`config.mk`:
```
export PLATFORM = sky130hd
export DESIGN_NAME = ordered_list_insert_remove
export DESIGN_NICKNAME = d
export VERILOG_FILES = /design/src/rtl/core/olir_pkg.sv /design/src/rtl/core/olir_cell.sv /design/src/rtl/core/ordered_list_insert_remove.sv
export VERILOG_INCLUDE_DIRS = /design/src /design/src/rtl/core
export SDC_FILE = /design/constraint.sdc
export NUM_CORES = 2
export LEC_CHECK = 0
export BUFFER_PORTS_ARGS = -buffer_cell sky130_fd_sc_hd__buf_2
export CAP_MARGIN = 40
export CORE_ASPECT_RATIO = 0.7
export CORE_MARGIN = 1.5
export CORE_UTILIZATION = 24
export DETAILED_ROUTE_END_ITERATION = 16
export SYNTH_ARGS = -nofsm -noshare
export SYNTH_HDL_FRONTEND = slang
export SYNTH_SLANG_ARGS = --single-unit
```
`constraint.sdc`:
```
create_clock -name clk -period 15.55 [get_ports clk]
set_input_delay 3.8875 -clock clk [delete_from_list [all_inputs] [get_ports clk]]
set_output_delay 3.8875 -clock clk [all_outputs]
set_load 0.005 [all_outputs]
```
`src/rtl/core/ordered_list_insert_remove_assert.svh`:
```
// Assertion macros shared by the list block.
`ifndef ORDERED_LIST_INSERT_REMOVE_ASSERT_SVH
`define ORDERED_LIST_INSERT_REMOVE_ASSERT_SVH

// Check in the same cycle that the antecedent holds.
`define OLIR_ASSERT_NOW(label, ante, cons) \
    label: assert property (@(posedge clk) disable iff (!rst_n) (ante) |-> (cons)) \
        else $error("ordered list check failed");

// Check in the cycle after the antecedent holds.
`define OLIR_ASSERT_NEXT(label, ante, cons) \
    label: assert property (@(posedge clk) disable iff (!rst_n) (ante) |=> (cons)) \
        else $error("ordered list check failed");

`endif

```
`src/rtl/core/olir_pkg.sv`:
```
package olir_pkg;

    localparam int DEPTH_DEF     = 16;
    localparam int WORD_BITS_DEF = 32;

    localparam logic [2:0] REQ_INSERT = 3'd0;
    localparam logic [2:0] REQ_REMOVE = 3'd1;
    localparam logic [2:0] REQ_READ   = 3'd2;
    localparam logic [2:0] REQ_FIND   = 3'd3;
    localparam logic [2:0] REQ_RMKEY  = 3'd4;

    typedef struct packed {
        logic [2:0]  req_type;
        logic [4:0]  position;
        logic [31:0] word_in;
    } in_t;

    typedef struct packed {
        logic        ok;
        logic [31:0] word_out;
        logic [3:0]  found_position;
        logic [4:0]  count;
    } out_t;

    typedef enum logic [2:0] {
        CELL_HOLD,
        CELL_LOAD,
        CELL_SHIFT,
        CELL_INSERT,
        CELL_REMOVE
    } cell_op_t;

endpackage

```
`src/rtl/core/olir_cell.sv`:
```
module olir_cell #(
    parameter int DEPTH     = olir_pkg::DEPTH_DEF,
    parameter int WORD_BITS = olir_pkg::WORD_BITS_DEF
) (
    input  logic                     clk,
    input  olir_pkg::cell_op_t       op,
    input  logic [$clog2(DEPTH)-1:0] pos,
    input  logic [$clog2(DEPTH)-1:0] index,
    input  logic [WORD_BITS-1:0]     key,
    input  logic [WORD_BITS-1:0]     word,
    input  logic [WORD_BITS-1:0]     left_entry,
    input  logic [WORD_BITS-1:0]     right_entry,
    input  logic [WORD_BITS-1:0]     right_scan,
    input  logic                     right_hit,
    output logic [WORD_BITS-1:0]     entry,
    output logic [WORD_BITS-1:0]     scan,
    output logic                     hit
);

    logic [WORD_BITS-1:0] entry_reg;
    logic [WORD_BITS-1:0] scan_reg;
    logic                 hit_reg;

    always_ff @(posedge clk)
    begin
        case (op)
            olir_pkg::CELL_LOAD:
            begin
                scan_reg <= entry_reg;
                hit_reg  <= (entry_reg == key);
            end
            olir_pkg::CELL_SHIFT:
            begin
                scan_reg <= right_scan;
                hit_reg  <= right_hit;
            end
            olir_pkg::CELL_INSERT:
            begin
                // open a gap at pos: cells above take the word below them
                if (index > pos)
                begin
                    entry_reg <= left_entry;
                end
                else if (index == pos)
                begin
                    entry_reg <= word;
                end
            end
            olir_pkg::CELL_REMOVE:
            begin
                // close the gap: cells from pos upward take the word above
                if (index >= pos)
                begin
                    entry_reg <= right_entry;
                end
            end
            default:
            begin
            end
        endcase
    end

    assign entry = entry_reg;
    assign scan  = scan_reg;
    assign hit   = hit_reg;

endmodule

```
`src/rtl/core/ordered_list_insert_remove.sv`:
```
// Bounded ordered list held in a row of cells, one word per cell. A request
// is taken when start is high and busy is low; its result appears on result
// for exactly one cycle with done high and must be captured then, as the
// receiver cannot stall the block. On acceptance every cell copies its word
// and its key comparison into a scan row, which then moves one cell towards
// the head per cycle. A request stops at list position k (the position read
// or removed, the first match, or the count when nothing is found); insert,
// spare request codes and any out-of-range request stop without shifting.
// Shifting for insert and remove is done by all cells together in the final
// scan cycle.
`include "ordered_list_insert_remove_assert.svh"

module ordered_list_insert_remove #(
    parameter int DEPTH     = olir_pkg::DEPTH_DEF,
    parameter int WORD_BITS = olir_pkg::WORD_BITS_DEF
) (
    input  logic          clk,
    input  logic          rst_n,
    input  logic          start,
    output logic          busy,
    input  olir_pkg::in_t request,
    output logic          done,
    output olir_pkg::out_t result
);

    localparam int IW   = $clog2(DEPTH);
    localparam int CW   = $clog2(DEPTH + 1);
    localparam int CMPW = (CW > 5) ? CW : 5;

    typedef enum logic [1:0] {
        ST_IDLE = 2'b01,
        ST_SCAN = 2'b10
    } state_t;

    state_t          state_reg, state_next;
    logic [CW-1:0]   k_reg, k_next;
    logic [CW-1:0]   count_reg, count_next;
    logic            done_reg;
    olir_pkg::out_t  result_reg, result_next;
    logic [2:0]      req_reg;
    logic [4:0]      pos_reg;
    logic [WORD_BITS-1:0] key_reg;

    olir_pkg::cell_op_t cell_op;
    logic [IW-1:0]      cell_pos;
    logic               finish;

    logic [WORD_BITS-1:0] entry_w [DEPTH];
    logic [WORD_BITS-1:0] scan_w  [DEPTH];
    logic                 hit_w   [DEPTH];

    logic [WORD_BITS-1:0] word_key;
    logic [CMPW-1:0]      pos_ext, count_ext, k_ext;

    assign word_key  = request.word_in[WORD_BITS-1:0];
    assign pos_ext   = CMPW'(pos_reg);
    assign count_ext = CMPW'(count_reg);
    assign k_ext     = CMPW'(k_reg);

    genvar i;
    generate
        for (i = 0; i < DEPTH; i++)
        begin : g_cell
            logic [WORD_BITS-1:0] left_e, right_e, right_s;
            logic                 right_h;

            if (i == 0)
            begin : g_head
                assign left_e = '0;
            end
            else
            begin : g_body
                assign left_e = entry_w[i-1];
            end

            if (i == DEPTH - 1)
            begin : g_tail
                assign right_e = '0;
                assign right_s = '0;
                assign right_h = 1'b0;
            end
            else
            begin : g_inner
                assign right_e = entry_w[i+1];
                assign right_s = scan_w[i+1];
                assign right_h = hit_w[i+1];
            end

            olir_cell #(
                .DEPTH     (DEPTH),
                .WORD_BITS (WORD_BITS)
            ) u_cell (
                .clk         (clk),
                .op          (cell_op),
                .pos         (cell_pos),
                .index       (IW'(i)),
                .key         (word_key),
                .word        (key_reg),
                .left_entry  (left_e),
                .right_entry (right_e),
                .right_scan  (right_s),
                .right_hit   (right_h),
                .entry       (entry_w[i]),
                .scan        (scan_w[i]),
                .hit         (hit_w[i])
            );
        end
    endgenerate

    always_comb
    begin
        state_next  = state_reg;
        k_next      = k_reg;
        count_next  = count_reg;
        cell_op     = olir_pkg::CELL_HOLD;
        cell_pos    = IW'(pos_reg);
        finish      = 1'b0;
        result_next = '0;

        case (state_reg)
            ST_IDLE:
            begin
                if (start)
                begin
                    cell_op    = olir_pkg::CELL_LOAD;
                    k_next     = '0;
                    state_next = ST_SCAN;
                end
            end
            ST_SCAN:
            begin
                case (req_reg)
                    olir_pkg::REQ_INSERT:
                    begin
                        finish = 1'b1;
                        if (pos_ext <= count_ext && count_reg < CW'(DEPTH))
                        begin
                            result_next.ok = 1'b1;
                            cell_op        = olir_pkg::CELL_INSERT;
                            count_next     = count_reg + 1'b1;
                        end
                    end
                    olir_pkg::REQ_REMOVE, olir_pkg::REQ_READ:
                    begin
                        if (pos_ext >= count_ext)
                        begin
                            finish = 1'b1;
                        end
                        else if (k_ext == pos_ext)
                        begin
                            finish               = 1'b1;
                            result_next.ok       = 1'b1;
                            result_next.word_out = 32'(scan_w[0]);
                            if (req_reg == olir_pkg::REQ_REMOVE)
                            begin
                                cell_op    = olir_pkg::CELL_REMOVE;
                                count_next = count_reg - 1'b1;
                            end
                        end
                        else
                        begin
                            cell_op = olir_pkg::CELL_SHIFT;
                            k_next  = k_reg + 1'b1;
                        end
                    end
                    olir_pkg::REQ_FIND, olir_pkg::REQ_RMKEY:
                    begin
                        if (k_reg >= count_reg)
                        begin
                            finish = 1'b1;
                        end
                        else if (hit_w[0])
                        begin
                            finish                     = 1'b1;
                            result_next.ok             = 1'b1;
                            result_next.found_position = 4'(k_reg);
                            if (req_reg == olir_pkg::REQ_RMKEY)
                            begin
                                result_next.word_out = 32'(scan_w[0]);
                                cell_op              = olir_pkg::CELL_REMOVE;
                                cell_pos             = IW'(k_reg);
                                count_next           = count_reg - 1'b1;
                            end
                        end
                        else
                        begin
                            cell_op = olir_pkg::CELL_SHIFT;
                            k_next  = k_reg + 1'b1;
                        end
                    end
                    default:
                    begin
                        finish = 1'b1;
                    end
                endcase
                result_next.count = 5'(count_next);
                if (finish)
                begin
                    state_next = ST_IDLE;
                end
            end
            default:
            begin
                state_next = ST_IDLE;
            end
        endcase
    end

    always_ff @(posedge clk or negedge rst_n)
    begin
        if (!rst_n)
        begin
            state_reg <= ST_IDLE;
            k_reg     <= '0;
            count_reg <= '0;
            done_reg  <= 1'b0;
        end
        else
        begin
            state_reg <= state_next;
            k_reg     <= k_next;
            count_reg <= count_next;
            done_reg  <= finish;
        end
    end

    // hold the request word while it is scanned
    always_ff @(posedge clk)
    begin
        if (state_reg == ST_IDLE && start)
        begin
            req_reg <= request.req_type;
            pos_reg <= request.position;
            key_reg <= word_key;
        end
        if (finish)
        begin
            result_reg <= result_next;
        end
    end

    assign busy   = (state_reg != ST_IDLE);
    assign done   = done_reg;
    assign result = result_reg;

    `OLIR_ASSERT_NOW(a_done_idle, done, !busy)
    `OLIR_ASSERT_NEXT(a_accept_scan, start && !busy, busy && !done)
    `OLIR_ASSERT_NOW(a_count_bound, 1'b1, count_reg <= CW'(DEPTH))
    `OLIR_ASSERT_NOW(a_fail_zero, done && !result.ok, result.word_out == 32'd0)

endmodule

```
==> results.md <==
- Status: completed
- Postcts setup bufs: 0
- Clock H-tree levels: 3
- Core Rows: 150
- Distinct cells, synth: between 50 and 60
- Startpoint class of the critical path: input pin
- GP Congestion: ~0.9
- Clock-pin slew on the worst setup and hold paths: roughly 60 ps
- Static leakage: around 22 nW
- CTS Hold Buffers Added: 0
- Layout cell share with drive strength beyond 1: 17.6%
- Synth Cell Area: roughly 58000 um^2
- CTS tree: yes
- Yosys top cell area share: between 50% and 60%
- Fill count: about 24000
- Fin util: 27.6%
- Largest net degree at the start of global routing: roughly 220
- Synth Register Bits: between 1000 and 1500
- Total gr overflow: 0
- Routed Wire Length: just under 200 mm
- Min-Delay Endpoint: g_cell[1].u_cell.hit$_DFFE_PP_
- Post-cts resize count: 0
- Ys flop type: edfxtp_1
- Period minus WS final: between 7000 and 8000 ps
- Critical-path maximum fanout: 170
- Starting Density: approximately 24%
- Slew margin rel.: 14.8%
- CTS sink count: 1135
- ANT nets after route: 0
- Peak VDD IR: roughly 0.18 mV
- PD cells: ~140 nW/um^2
- Vias in the first global route: between 30000 and 40000
- Die Wd: 589 um
- # DRC: 0
- Synth Warn #: 0
- Mean Syn Cell Area: 12.9 um^2
- Critical path startpoint: start
- FF-to-FF setup slack: 9570 ps
- Net Count, Synth: 4516
- Final non-filler cell total: just under 8000
- First-pass GRT wire length: 275 mm
- Via count: approximately 38000
- Seq/Total Area, Yosys: approximately 59%
- Reg2reg end: g_cell[6].u_cell.scan[10]$_DFFE_PP_
- Synth area leader: edfxtp_1
- # setup viols final: 0
- Endpoints failing hold: 0
- Placed insts: between 7000 and 8000
- Total Power: just under 0.009 W
- Clk buf depth: 3
- Min-delay src: g_cell[2].u_cell.hit$_DFFE_PP_
- Layout area overhead: 14.1%
- CTS buffer count: between 100 and 150
- Root buf cell: clkbuf_16
- Max-cap violations: 0
- Initial antenna violation count: 29
- Average wire per standard cell: roughly 25 um
- Area contributors post-synth: edfxtp_1 58%, mux2i_1 8.4%, xor2_1 7.8%, mux2_2 7.5%, a21oi_1 4.0%
- Chip Height: 413 um
- 1st-pass router iterations: 6
- Tightest Pin Transition: approximately 1300 ps
- Critical Path AT: 7660 ps
- GR Util All Layers: around 16%
- Post-DR vias/cell: between 4 and 5
- Die Area: around 240000 um^2
- Nets: between 4000 and 5000
- Worst flop-to-flop path startpoint: k_ext[3]$_DFFE_PN0P_
- Core area: about 240000 um^2
- Worst-Skew Late Latency: around 760 ps
- Maximum clock rate: about 0.14 GHz
- Detailed Place HPWL: roughly 140 mm
- Endpoint class of the critical path: register
- # IOs: 87
- Initial DRC count: about 5400
- Crit path required time: 16040 ps
- PortBufs: 86
- Post-synth EDFFs: between 1000 and 1500
- Layout Skew: between 20 and 30 ps
- RSZ-0062 raised after global routing: false
- Final number of max-transition violations: 0
- Tcrit/Tclk final: between 40% and 50%
- Post-route setup TNS: 0 ps
- HP Class: reg2reg
- Synth async-reset ratio: under 10%
- Critical path class: in2reg
- Worst R2R Path Depth: 11
- Hold depth: 2
- Cell count after synthesis: between 4000 and 5000
metrics by stage:
stage                     area (um^2)  hold slack [ps]  setup slack, ps
after floorplan                 57600              495             3500
after global placement          61400              508             6840
after detailed placement        62100              508             7700
after CTS                       65700              522             8480
after global routing            65800              537             8280
final                           65800              518             8380
kinds of logic (layout without fill, tap and decap cells):
| logic type | count (synthesis) | in the layout | synth area share, % |
|---|---|---|---|
| fa+ha+maj | 15 | 15 | 0.326 |
| xor+xnor | 520 | 520 | 7.90 |
| buf+inv | 349 | 433 | 2.64 |
| mux | 966 | 966 | 17.8 |
| other cells | 0 | 3 | 0 |
| flops | 1135 | 1135 | 59.0 |
| compound gates | 536 | 536 | 4.92 |
| simple gates | 937 | 937 | 7.38 |
per-layer routing:
metal	wire, um	up-vias	global-route usage [%]
li1	-	16300	-
met1	86800	19800	22.4
met2	74600	1866	20.2
met3	30200	195	8.53
met4	2490	12	1.97
met5	67	-	0
worst max-delay path, stage by stage:
cell     delay, ps
buf_2          110
nand2_1        160
inv_2           80
nor4_4         320
buf_12         700
buf_12         650
buf_4          580
buf_16         310
mux2_2         380
cell type report:
| class | count | area, um^2 | area share [%] |
|---|---|---|---|
| multi-input cells | 2974 | 22400 | 34.0 |
| flip-flops and latches | 1135 | 34000 | 51.7 |
| repair buffers | 207 | 1780 | 2.70 |
| clock inverters | 68 | 591 | 0.898 |
| clock buffers | 143 | 2980 | 4.53 |
| inverters | 15 | 56.3 | 0.0856 |
| well taps | 3192 | 3990 | 6.07 |
| diodes | 3 | 7.51 | 0.0114 |
cells in the final DEF, fill, tap and decap left out, drive strengths merged, types with 52 or more instances in the layout:
cell type and instances:
nor4 133, nor2 514, xor2 515, clkbuf 144
edfxtp 1122, nand2 135, mux2i 483, mux2 483
a21oi 462, clkinv 52, buf 204
synth_stat cells (all sizes together), types with 2 or more instances:
cell type / number
xnor2: 5
nand3b: 2
a22o: 5
edfxtp: 1122
o211ai: 5
nand2b: 3
clkbuf: 210
o21ai: 20
nor4: 133
or3: 4
buf: 124
nor2: 514
nor3b: 4
dfrtp: 12
a21o: 6
or2: 2
a21oi: 462
mux2i: 483
o21a: 2
nor2b: 38
nand3: 12
a31oi: 8
xor2: 515
and2: 40
and3: 5
mux2: 483
inv: 15
nand4: 33
o31ai: 17
nand2: 135
nor3: 8
a32o: 3
ha: 15
power breakdown:
group | total, W | internal, W | switching (W)
combinational | 0.00157 | 0.000497 | 0.00108
clock | 0.00276 | 0.00149 | 0.00127
sequential | 0.00459 | 0.00427 | 0.000319
worst max-delay path by stage:
| stage | to | slack [ps] | cells past startpoint |
|---|---|---|---|
| floorplan | g_cell[0].u_cell.hit$_DFFE_PP_ | 3500 | 6 |
| global placement | g_cell[15].u_cell.scan[2]$_SDFFCE_PN0P_ | 6840 | 9 |
| CTS | g_cell[12].u_cell.scan[6]$_DFFE_PP_ | 8480 | 11 |
| finish | g_cell[6].u_cell.scan[10]$_DFFE_PP_ | 8380 | 9 |
| detailed placement | g_cell[15].u_cell.scan[2]$_SDFFCE_PN0P_ | 7700 | 11 |
| global route | g_cell[6].u_cell.scan[2]$_DFFE_PP_ | 8280 | 9 |
(Power assumes the default switching activity.)
